**src/rtl/assert_macros.svh**
```systemverilog
// Assertion macros shared by the timer expiry queue RTL.
// No dependencies; included by files that carry concurrent assertions.
`ifndef ASSERT_MACROS_SVH
`define ASSERT_MACROS_SVH

// Condition a implies condition b in the same cycle.
`define ASSERT_IMPLY(label, clk, rst, a, b) \
   label: assert property (@(posedge clk) disable iff (rst) (a) |-> (b)) \
      else $error("assertion failed: label");

// Condition a implies condition b in the next cycle.
`define ASSERT_NEXT(label, clk, rst, a, b) \
   label: assert property (@(posedge clk) disable iff (rst) (a) |=> (b)) \
      else $error("assertion failed: label");

`endif

```
**src/rtl/tmq_pkg.sv**
```systemverilog
// Package for the timer expiry queue: field widths, parameter defaults,
// operation and result codes. No dependencies.
`default_nettype none

package tmq_pkg;

   localparam int CAPACITY_DEF  = 16;
   localparam int MAX_FIRE_DEF  = 63;
   localparam int TIME_BITS_DEF = 48;

   localparam int IN_TIME_W = 48;
   localparam int ID_W      = 32;
   localparam int CNT_W     = 6;
   localparam int DUE_W     = 49;
   localparam int FUNC_W    = 2;
   localparam int KIND_W    = 3;

   localparam logic [FUNC_W-1:0] FUNC_ADD    = 2'd0;
   localparam logic [FUNC_W-1:0] FUNC_REMOVE = 2'd1;
   localparam logic [FUNC_W-1:0] FUNC_EXPIRE = 2'd2;

   localparam logic [KIND_W-1:0] KIND_ADDED     = 3'd0;
   localparam logic [KIND_W-1:0] KIND_REMOVED   = 3'd1;
   localparam logic [KIND_W-1:0] KIND_NOT_FOUND = 3'd2;
   localparam logic [KIND_W-1:0] KIND_FULL      = 3'd3;
   localparam logic [KIND_W-1:0] KIND_FIRED     = 3'd4;
   localparam logic [KIND_W-1:0] KIND_SUMMARY   = 3'd5;

endpackage

`default_nettype wire

```
**src/rtl/tmq_cell.sv**
```systemverilog
// One slot of the circulating timer ring: valid, id, expiry and period.
// Depends on tmq_pkg.
`default_nettype none

module tmq_cell import tmq_pkg::*; #(
   parameter int TIME_BITS = TIME_BITS_DEF
) (
   input  wire logic                 clock,
   input  wire logic                 reset,
   input  wire logic                 shift,
   input  wire logic                 d_valid,
   input  wire logic [ID_W-1:0]      d_id,
   input  wire logic [TIME_BITS-1:0] d_exp,
   input  wire logic [TIME_BITS-1:0] d_per,
   output logic                      q_valid,
   output logic [ID_W-1:0]           q_id,
   output logic [TIME_BITS-1:0]      q_exp,
   output logic [TIME_BITS-1:0]      q_per
);

   logic                 valid_ff;
   logic                 valid_in;
   logic [ID_W-1:0]      id_ff;
   logic [TIME_BITS-1:0] exp_ff;
   logic [TIME_BITS-1:0] per_ff;

   assign valid_in = shift ? d_valid : valid_ff;

   always_ff @(posedge clock) begin
      if (reset) begin
         valid_ff <= 1'b0;
      end else begin
         valid_ff <= valid_in;
      end
   end

   always_ff @(posedge clock) begin
      if (shift) begin
         id_ff  <= d_id;
         exp_ff <= d_exp;
         per_ff <= d_per;
      end
   end

   assign q_valid = valid_ff;
   assign q_id    = id_ff;
   assign q_exp   = exp_ff;
   assign q_per   = per_ff;

endmodule

`default_nettype wire

```
**src/rtl/timer_expiry_queue.sv**
```systemverilog
// Top level of the timer expiry queue: a ring of tmq_cell slots that
// circulates past one head stage, plus the sequencer and output register.
// Depends on tmq_pkg, tmq_cell and assert_macros.svh.
//
//   channel | direction | handshake              | payload
//   req     | in        | req_valid / req_ready  | func, expiry_time, period, timer_key, now_time
//   rsp     | out       | rsp_valid / rsp_ready  | kind, result_id, fired_count, next_due,
//           |           |                        | more_due, last
//
// Every item takes one full turn of the ring per pass past the head cell.
// Add and remove: an accept, one scan turn of the ring, then a result.
// Expire: one turn per fired timer plus one more, each followed by a result.
// An unknown func is only accepted; it starts no scan and returns no result.
// Reset empties all slots and sets the id counter to 1.
// A stalled result holds the ring between turns until the transfer completes.
`default_nettype none

module timer_expiry_queue import tmq_pkg::*; #(
   parameter int CAPACITY  = CAPACITY_DEF,
   parameter int MAX_FIRE  = MAX_FIRE_DEF,
   parameter int TIME_BITS = TIME_BITS_DEF
) (
   input  wire logic                 clock,
   input  wire logic                 reset,
   input  wire logic                 req_valid,
   output logic                      req_ready,
   input  wire logic [FUNC_W-1:0]    req_func,
   input  wire logic [IN_TIME_W-1:0] req_expiry_time,
   input  wire logic [IN_TIME_W-1:0] req_period,
   input  wire logic [ID_W-1:0]      req_timer_key,
   input  wire logic [IN_TIME_W-1:0] req_now_time,
   output logic                      rsp_valid,
   input  wire logic                 rsp_ready,
   output logic [KIND_W-1:0]         rsp_kind,
   output logic [ID_W-1:0]           rsp_result_id,
   output logic [CNT_W-1:0]          rsp_fired_count,
   output logic signed [DUE_W-1:0]   rsp_next_due,
   output logic                      rsp_more_due,
   output logic                      rsp_last
);

`include "assert_macros.svh"

   localparam int PW = $clog2(CAPACITY);
   localparam logic [TIME_BITS-1:0] TIME_MAX = {TIME_BITS{1'b1}};
   localparam logic [PW-1:0] LAST_POS = PW'(CAPACITY - 1);
   localparam logic [CNT_W-1:0] FIRE_LIM = CNT_W'(MAX_FIRE);

   localparam logic [1:0] S_IDLE = 2'd0;
   localparam logic [1:0] S_SCAN = 2'd1;
   localparam logic [1:0] S_EMIT = 2'd2;

   function automatic logic [TIME_BITS-1:0] sat_in(input logic [IN_TIME_W-1:0] v);
      logic [63:0] w;
      w = 64'(v);
      if ((w >> TIME_BITS) != 64'd0) return TIME_MAX;
      return w[TIME_BITS-1:0];
   endfunction

   // ring
   logic                 c_valid [CAPACITY];
   logic [ID_W-1:0]      c_id    [CAPACITY];
   logic [TIME_BITS-1:0] c_exp   [CAPACITY];
   logic [TIME_BITS-1:0] c_per   [CAPACITY];
   logic                 h_valid;
   logic [ID_W-1:0]      h_id;
   logic [TIME_BITS-1:0] h_exp;
   logic [TIME_BITS-1:0] h_per;
   logic                 shift;

   // control
   logic [1:0]        state_ff, state_in;
   logic [PW-1:0]     pos_ff, pos_in;
   logic              found_ff, found_in;
   logic              best_v_ff, best_v_in;
   logic              pend_v_ff, pend_v_in;
   logic [CNT_W-1:0]  fired_ff, fired_in;
   logic [ID_W-1:0]   id_ctr_ff, id_ctr_in;
   logic              rsp_valid_ff, rsp_valid_in;

   // payload
   logic [FUNC_W-1:0]    op_ff;
   logic [ID_W-1:0]      key_ff;
   logic [TIME_BITS-1:0] add_exp_ff, add_per_ff, now_ff;
   logic [TIME_BITS-1:0] best_exp_ff, best_exp_in;
   logic [ID_W-1:0]      best_id_ff, best_id_in;
   logic [PW-1:0]        best_tag_ff, best_tag_in;
   logic [PW-1:0]        pend_tag_ff, pend_tag_in;
   logic [KIND_W-1:0]    kind_ff, kind_in;
   logic [ID_W-1:0]      rid_ff, rid_in;
   logic [CNT_W-1:0]     cnt_ff, cnt_in;
   logic [DUE_W-1:0]     due_ff, due_in;
   logic                 more_ff, more_in;
   logic                 last_ff, last_in;

   logic                 accept;
   logic                 out_free;
   logic                 load_rsp;
   logic                 take;
   logic                 better;
   logic                 due_now;
   logic [TIME_BITS:0]   re_sum;
   logic [63:0]          best_ext;

   assign shift = (state_ff == S_SCAN);

   for (genvar i = 0; i < CAPACITY; i++) begin : g_ring
      if (i == CAPACITY - 1) begin : g_tail
         tmq_cell #(.TIME_BITS(TIME_BITS)) u_cell (
            .clock(clock), .reset(reset), .shift(shift),
            .d_valid(h_valid), .d_id(h_id), .d_exp(h_exp), .d_per(h_per),
            .q_valid(c_valid[i]), .q_id(c_id[i]), .q_exp(c_exp[i]), .q_per(c_per[i])
         );
      end else begin : g_mid
         tmq_cell #(.TIME_BITS(TIME_BITS)) u_cell (
            .clock(clock), .reset(reset), .shift(shift),
            .d_valid(c_valid[i+1]), .d_id(c_id[i+1]), .d_exp(c_exp[i+1]),
            .d_per(c_per[i+1]),
            .q_valid(c_valid[i]), .q_id(c_id[i]), .q_exp(c_exp[i]), .q_per(c_per[i])
         );
      end
   end

   // head stage: slot pos_ff sits in cell 0
   always_comb begin
      h_valid = c_valid[0];
      h_id    = c_id[0];
      h_exp   = c_exp[0];
      h_per   = c_per[0];
      take    = 1'b0;
      re_sum  = {1'b0, c_exp[0]} + {1'b0, c_per[0]};
      unique case (op_ff)
         FUNC_ADD: begin
            if (!found_ff && !c_valid[0]) begin
               h_valid = 1'b1;
               h_id    = id_ctr_ff;
               h_exp   = add_exp_ff;
               h_per   = add_per_ff;
               take    = 1'b1;
            end
         end
         FUNC_REMOVE: begin
            if (!found_ff && c_valid[0] && c_id[0] == key_ff) begin
               h_valid = 1'b0;
               take    = 1'b1;
            end
         end
         FUNC_EXPIRE: begin
            // re-arm or retire the timer fired on the previous turn
            if (pend_v_ff && pos_ff == pend_tag_ff) begin
               if (c_per[0] != '0) begin
                  h_exp = re_sum[TIME_BITS] ? TIME_MAX : re_sum[TIME_BITS-1:0];
               end else begin
                  h_valid = 1'b0;
               end
            end
         end
         default: ;
      endcase
      better = h_valid && (!best_v_ff || h_exp < best_exp_ff ||
                           (h_exp == best_exp_ff && h_id < best_id_ff));
   end

   assign accept   = (state_ff == S_IDLE) && req_valid;
   assign out_free = !rsp_valid_ff || rsp_ready;
   assign load_rsp = (state_ff == S_EMIT) && out_free;
   assign due_now  = best_v_ff && (best_exp_ff <= now_ff);
   assign best_ext = 64'(best_exp_ff);

   always_comb begin
      state_in    = state_ff;
      pos_in      = pos_ff;
      found_in    = found_ff;
      best_v_in   = best_v_ff;
      best_exp_in = best_exp_ff;
      best_id_in  = best_id_ff;
      best_tag_in = best_tag_ff;
      pend_v_in   = pend_v_ff;
      pend_tag_in = pend_tag_ff;
      fired_in    = fired_ff;
      id_ctr_in   = id_ctr_ff;
      kind_in     = kind_ff;
      rid_in      = rid_ff;
      cnt_in      = cnt_ff;
      due_in      = due_ff;
      more_in     = more_ff;
      last_in     = last_ff;
      rsp_valid_in = rsp_valid_ff && !rsp_ready;
      unique case (state_ff)
         S_IDLE: begin
            if (req_valid) begin
               pos_in    = '0;
               found_in  = 1'b0;
               best_v_in = 1'b0;
               pend_v_in = 1'b0;
               fired_in  = '0;
               if (req_func == FUNC_ADD || req_func == FUNC_REMOVE ||
                   req_func == FUNC_EXPIRE) begin
                  state_in = S_SCAN;
               end
            end
         end
         S_SCAN: begin
            found_in = found_ff | take;
            if (better) begin
               best_v_in   = 1'b1;
               best_exp_in = h_exp;
               best_id_in  = h_id;
               best_tag_in = pos_ff;
            end
            if (pos_ff == LAST_POS) begin
               pos_in   = '0;
               state_in = S_EMIT;
            end else begin
               pos_in = pos_ff + 1'b1;
            end
         end
         S_EMIT: begin
            if (out_free) begin
               rsp_valid_in = 1'b1;
               rid_in   = '0;
               cnt_in   = '0;
               due_in   = '0;
               more_in  = 1'b0;
               last_in  = 1'b1;
               state_in = S_IDLE;
               unique case (op_ff)
                  FUNC_ADD: begin
                     kind_in = found_ff ? KIND_ADDED : KIND_FULL;
                     if (found_ff) begin
                        rid_in    = id_ctr_ff;
                        id_ctr_in = (id_ctr_ff + 1'b1 == '0) ? ID_W'(1) : id_ctr_ff + 1'b1;
                     end
                  end
                  FUNC_REMOVE: begin
                     kind_in = found_ff ? KIND_REMOVED : KIND_NOT_FOUND;
                  end
                  default: begin
                     if (fired_ff < FIRE_LIM && due_now) begin
                        kind_in     = KIND_FIRED;
                        rid_in      = best_id_ff;
                        last_in     = 1'b0;
                        fired_in    = fired_ff + 1'b1;
                        pend_v_in   = 1'b1;
                        pend_tag_in = best_tag_ff;
                        best_v_in   = 1'b0;
                        state_in    = S_SCAN;
                     end else begin
                        kind_in = KIND_SUMMARY;
                        cnt_in  = fired_ff;
                        due_in  = best_v_ff ? best_ext[DUE_W-1:0] : {DUE_W{1'b1}};
                        more_in = (fired_ff >= FIRE_LIM) && due_now;
                     end
                  end
               endcase
            end
         end
         default: state_in = S_IDLE;
      endcase
   end

   always_ff @(posedge clock) begin
      if (reset) begin
         state_ff     <= S_IDLE;
         pos_ff       <= '0;
         found_ff     <= 1'b0;
         best_v_ff    <= 1'b0;
         pend_v_ff    <= 1'b0;
         fired_ff     <= '0;
         id_ctr_ff    <= ID_W'(1);
         rsp_valid_ff <= 1'b0;
      end else begin
         state_ff     <= state_in;
         pos_ff       <= pos_in;
         found_ff     <= found_in;
         best_v_ff    <= best_v_in;
         pend_v_ff    <= pend_v_in;
         fired_ff     <= fired_in;
         id_ctr_ff    <= id_ctr_in;
         rsp_valid_ff <= rsp_valid_in;
      end
   end

   always_ff @(posedge clock) begin
      if (accept) begin
         op_ff      <= req_func;
         key_ff     <= req_timer_key;
         add_exp_ff <= sat_in(req_expiry_time);
         add_per_ff <= sat_in(req_period);
         now_ff     <= sat_in(req_now_time);
      end
      best_exp_ff <= best_exp_in;
      best_id_ff  <= best_id_in;
      best_tag_ff <= best_tag_in;
      pend_tag_ff <= pend_tag_in;
      kind_ff     <= kind_in;
      rid_ff      <= rid_in;
      cnt_ff      <= cnt_in;
      due_ff      <= due_in;
      more_ff     <= more_in;
      last_ff     <= last_in;
   end

   assign req_ready       = (state_ff == S_IDLE);
   assign rsp_valid       = rsp_valid_ff;
   assign rsp_kind        = kind_ff;
   assign rsp_result_id   = rid_ff;
   assign rsp_fired_count = cnt_ff;
   assign rsp_next_due    = due_ff;
   assign rsp_more_due    = more_ff;
   assign rsp_last        = last_ff;

   `ASSERT_IMPLY(a_fire_limit, clock, reset, 1'b1, fired_ff <= FIRE_LIM)
   `ASSERT_IMPLY(a_fired_not_last, clock, reset, rsp_valid_ff && kind_ff == KIND_FIRED, !last_ff)
   `ASSERT_IMPLY(a_summary_last, clock, reset, rsp_valid_ff && kind_ff == KIND_SUMMARY, last_ff)
   `ASSERT_NEXT(a_scan_steps, clock, reset, state_ff == S_SCAN && pos_ff != LAST_POS,
                state_ff == S_SCAN && pos_ff == $past(pos_ff) + 1'b1)

endmodule

`default_nettype wire

```
**config.mk**
```make
export PLATFORM = sky130hd
export DESIGN_NAME = timer_expiry_queue
export DESIGN_NICKNAME = d
export VERILOG_FILES = /design/src/rtl/tmq_pkg.sv /design/src/rtl/tmq_cell.sv /design/src/rtl/timer_expiry_queue.sv
export VERILOG_INCLUDE_DIRS = /design/src /design/src/rtl
export SDC_FILE = /design/constraint.sdc
export NUM_CORES = 2
export LEC_CHECK = 0
export ABC_AREA = 1
export BUFFER_PORTS_ARGS = -buffer_cell sky130_fd_sc_hd__buf_2
export CORE_MARGIN = 4
export CORE_UTILIZATION = 33
export CTS_CLUSTER_SIZE = 20
export DETAILED_ROUTE_END_ITERATION = 16
export SYNTH_ARGS = -nofsm -noshare
export SYNTH_HDL_FRONTEND = slang
export SYNTH_SLANG_ARGS = --single-unit
```
**constraint.sdc**
```tcl
create_clock -name clock -period 59.9 [get_ports clock]
set_input_delay 2.995 -clock clock [delete_from_list [all_inputs] [get_ports clock]]
set_output_delay 2.995 -clock clock [all_outputs]
set_load 0.03 [all_outputs]
```
==> results.md <==
* Via Count at 40955
* H-tree levels at 5
* Synth warn at 0
* Number of global-route vias before repair at 40866
* Total chip power at 3.93 mW
* Ys flop type: edfxtp_1
* Antenna violations before repair at 18
* WL per Instance at 21.5 µm
* R2R Path Start: g_ring[0].g_mid.u_cell.q_per[0]
* PostCTS Resize Cnt at 0
* FFs w/ async S/R, synth at 0%
* VDD IR-drop max at 0.0265 mV
* Relative max-transition margin at 21.0%
* Crit. End Element: flip-flop
* Remaining antenna violation count at 0
* Worst-Skew Late Latency at 850 ps
* All-Layer GR Usage at 13.8%
* TritonCTS clock tree: yes
* Clk pwr share at 40.0%
* CTS Sinks at 2470
* Clock transition at the registers of the reported paths at 70 ps
* Placer Congestion at 0.856
* Root buf cell: clkbuf_16
* DRT Pass-1 Iters at 5
* Worst path buffer plus inverter count at 3
* Cell-internal power at 3.05 mW
* Global-route wire length before repair at 274000 µm
* Crit-path cells: nor4_1 > nand4_1 > nor2_1 > nand2_1 > nand2_2 > buf_4 > inv_2 > nand2_1 > a21oi_1 > ha_1 > nand2_1 > nor2_1 > nand4_1 > nor3_1 > nand4_1 > nor2_1 > nand2_1 > nand2_1 > nand2_1 > nor2_4 > buf_4
* Sum of negative setup slack at 0 ps
* Worst R2R Setup Slack at 52810 ps
* Share of cells above drive strength 1 at 14.7%
* Worst Path Arrival at 7490 ps
* # rows at 187
* Combinational share of power at 5.9%
* CTS Hold Bufs at 0
* Synth top area share at 83.9%
* I/O Buffers at 275
* Yosys top cell by area: edfxtp_1
* Total congestion overflow at 0
* Largest net degree at the start of global routing at 204
* Final net count at 5633
* Sw Share at 22.6%
* Leak at 34.3 nW
* CP peak stage delay at 710 ps
* CP delay by family, top: simple AND/OR/NAND/NOR gates
* Fmax at 0.141 GHz
* Worst hold-check path type: flip-flop to flip-flop
* Filler cells at 23421
* Critical Path RT at 60310 ps
* RSZ-0062 raised after global routing: no
* Worst-margin pin slew at 1180 ps
* Crit Path Max Fanout at 48
* Tcrit/Tclk final at 11.8%
* Die Footprint at 269000 µm²
* Post-synth EDFFs at 2406
* Final setup fails at 0
* Placed Cells at 8405
* Type of origin of the critical path: flip-flop
* CTS buffer count at 267
* Die Wd at 519 µm
* Psw at 0.887 mW
* Largest cells by area after synthesis: edfxtp_1 84%, ha_1 2.6%, nand2_1 2.0%
* Synth unique cells at 56
* Crit Path Class: flip-flop to flip-flop
* Max Slew Vio Count at 0
* Core ar. at 259000 µm²
* Maxcap violations at 0
* Most common cell after layout, fill and taps aside: edfxtp_1
* Cell Area, Synth at 86100 µm²
* Post-route DRC at 0
* Drt first-iter violations at 4292
* Mapped Avg Cell Area at 18.1 µm²
* Slowest CP cell: nor4_1
* Power per cell area at 39.3 nW/µm²
* Drt via density at 4.61
* Reg2reg path depth at 21
* WP depth at 21
* Longest Clk Path Bufs at 4
* Crit Reg-Reg Endpoint: best_exp_ff[8]
* Setup crit end: best_exp_ff[8]
* Hold Vio Cnt, Final at 0
* Final clock skew at 79.5 ps
* # IOs at 276
* Buffers inserted by post-CTS timing repair at 0
* Post-synth net total at 5127
* Synthesized netlist cell count at 4766
* Die Y at 519 µm
* Seq/Total Area, Yosys at 85.4%
* Final cell count without fillers at 8878
* Seq cells post-synth at 2470
* Minimum clock period at 7090 ps
* Commonest non-fill, non-tap cells in the layout: 2406 x edfxtp_1, 462 x nand2_1, 350 x inv_1
* Hold slack at 352 ps
* Most common cell on crit path: nand2_1
* Post-Route WL at 190000 µm
* Initial Util at 33.2%
* Sequential share of power at 54.1%
* Worst Setup SP: g_ring[0].g_mid.u_cell.q_per[0]
* Synth-to-Final Area Change at 16.3%
* Status: finished clean
* Hpwl dp at 129000 µm
## logic make-up after synthesis
kind of cell    after synthesis  share of synthesized area [%]
flops                      2470                           85.4
simple gates                924                           4.54
compound gates              628                           4.04
buf+inv                     443                           2.01
fa+ha+maj                   179                           2.61
xor+xnor                     74                          0.753
mux                          48                          0.628
## power by group through the flow
stage | registers (mW) | logic [mW] | clock network (mW)
6_report | 2.13 | 0.233 | 1.57
5_1_grt | 2.14 | 0.258 | 1.69
4_1_cts | 2.13 | 0.238 | 1.62
3_5_place_dp | 2.17 | 0.237 | 0
3_3_place_gp | 2.16 | 0.233 | 0
2_1_floorplan | 2.51 | 0.145 | 0
## cell usage after synthesis, types with 10 or more instances
library cell  number
edfxtp_1        2406
nand2_1          463
inv_1            351
a21oi_1          306
nor2_1           249
ha_1             178
o21ai_0          168
nand3_1           88
o22ai_1           66
dfxtp_1           64
xor2_1            58
mux2_2            48
clkbuf_1          47
nor3_1            35
nand4_1           32
buf_2             19
nor4_1            17
xnor2_1           16
o21ai_1           15
inv_2             12
o21ai_2           11
o21bai_1          10
## worst reg2reg max path, delay by kind of cell (launching register included)
family / cells / cell delay (ps)
AND/OR/NAND/NOR: 16 / 3790
AO/OA/AOI/OAI: 1 / 280
adder cells (fa/ha/maj): 1 / 410
flip-flops: 1 / 520
buffers and inverters: 3 / 1620
## flip-flops by register name (all words and copies together), names as in the netlist, 48 cells and up
register and flops:
best_exp_ff 48, add_exp_ff 48, now_ff 48, g_ring.g_tail.u_cell.q_per 48, g_ring.g_mid.u_cell.q_exp 720, g_ring.g_mid.u_cell.q_id 480
g_ring.g_tail.u_cell.q_exp 48, rsp_next_due 49, add_per_ff 48, g_ring.g_mid.u_cell.q_per 720
## final cells by class
cell class	instances	area [µm²]	share of cell area, %
flip-flops and latches	2470	73500	73.4
multi-input cells	1853	10900	10.9
clock buffers	318	7030	7.02
well taps	3402	4260	4.25
repair buffers	316	1720	1.72
inverters	364	1370	1.37
clock inverters	149	1320	1.32
diodes	6	15.0	0.0150
## how the worst min path moves through the flow
stage / from / to / depth (start not counted)
2_1_floorplan: g_ring[1].g_mid.u_cell.q_exp[0] / g_ring[0].g_mid.u_cell.q_exp[0] / 0
3_3_place_gp: g_ring[10].g_mid.u_cell.q_exp[8] / g_ring[9].g_mid.u_cell.q_exp[8] / 0
3_5_place_dp: g_ring[1].g_mid.u_cell.q_exp[11] / g_ring[0].g_mid.u_cell.q_exp[11] / 0
4_1_cts: g_ring[4].g_mid.u_cell.q_exp[4] / g_ring[3].g_mid.u_cell.q_exp[4] / 0
5_1_grt: g_ring[12].g_mid.u_cell.q_exp[10] / g_ring[11].g_mid.u_cell.q_exp[10] / 0
6_report: g_ring[4].g_mid.u_cell.q_exp[4] / g_ring[3].g_mid.u_cell.q_exp[4] / 0
## through the flow
stage	area, µm²	setup slack [ps]	util (%)
floorplan	86100	822	-
global placement	91800	53050	35.4
detailed placement	91800	53020	35.4
CTS	100000	52960	38.6
global route	100000	52540	38.6
finish	100000	52810	38.6
## per-layer routing
metal | up-vias | track usage [%] | routed length [µm]
met2 | 1261 | 21.5 | 88100
li1 | 18850 | - | -
met4 | 0 | 4.22 | 5440
met3 | 276 | 2.91 | 12500
met1 | 20568 | 19.3 | 84400
met5 | - | 0 | 0
(Power assumes the default switching activity.)
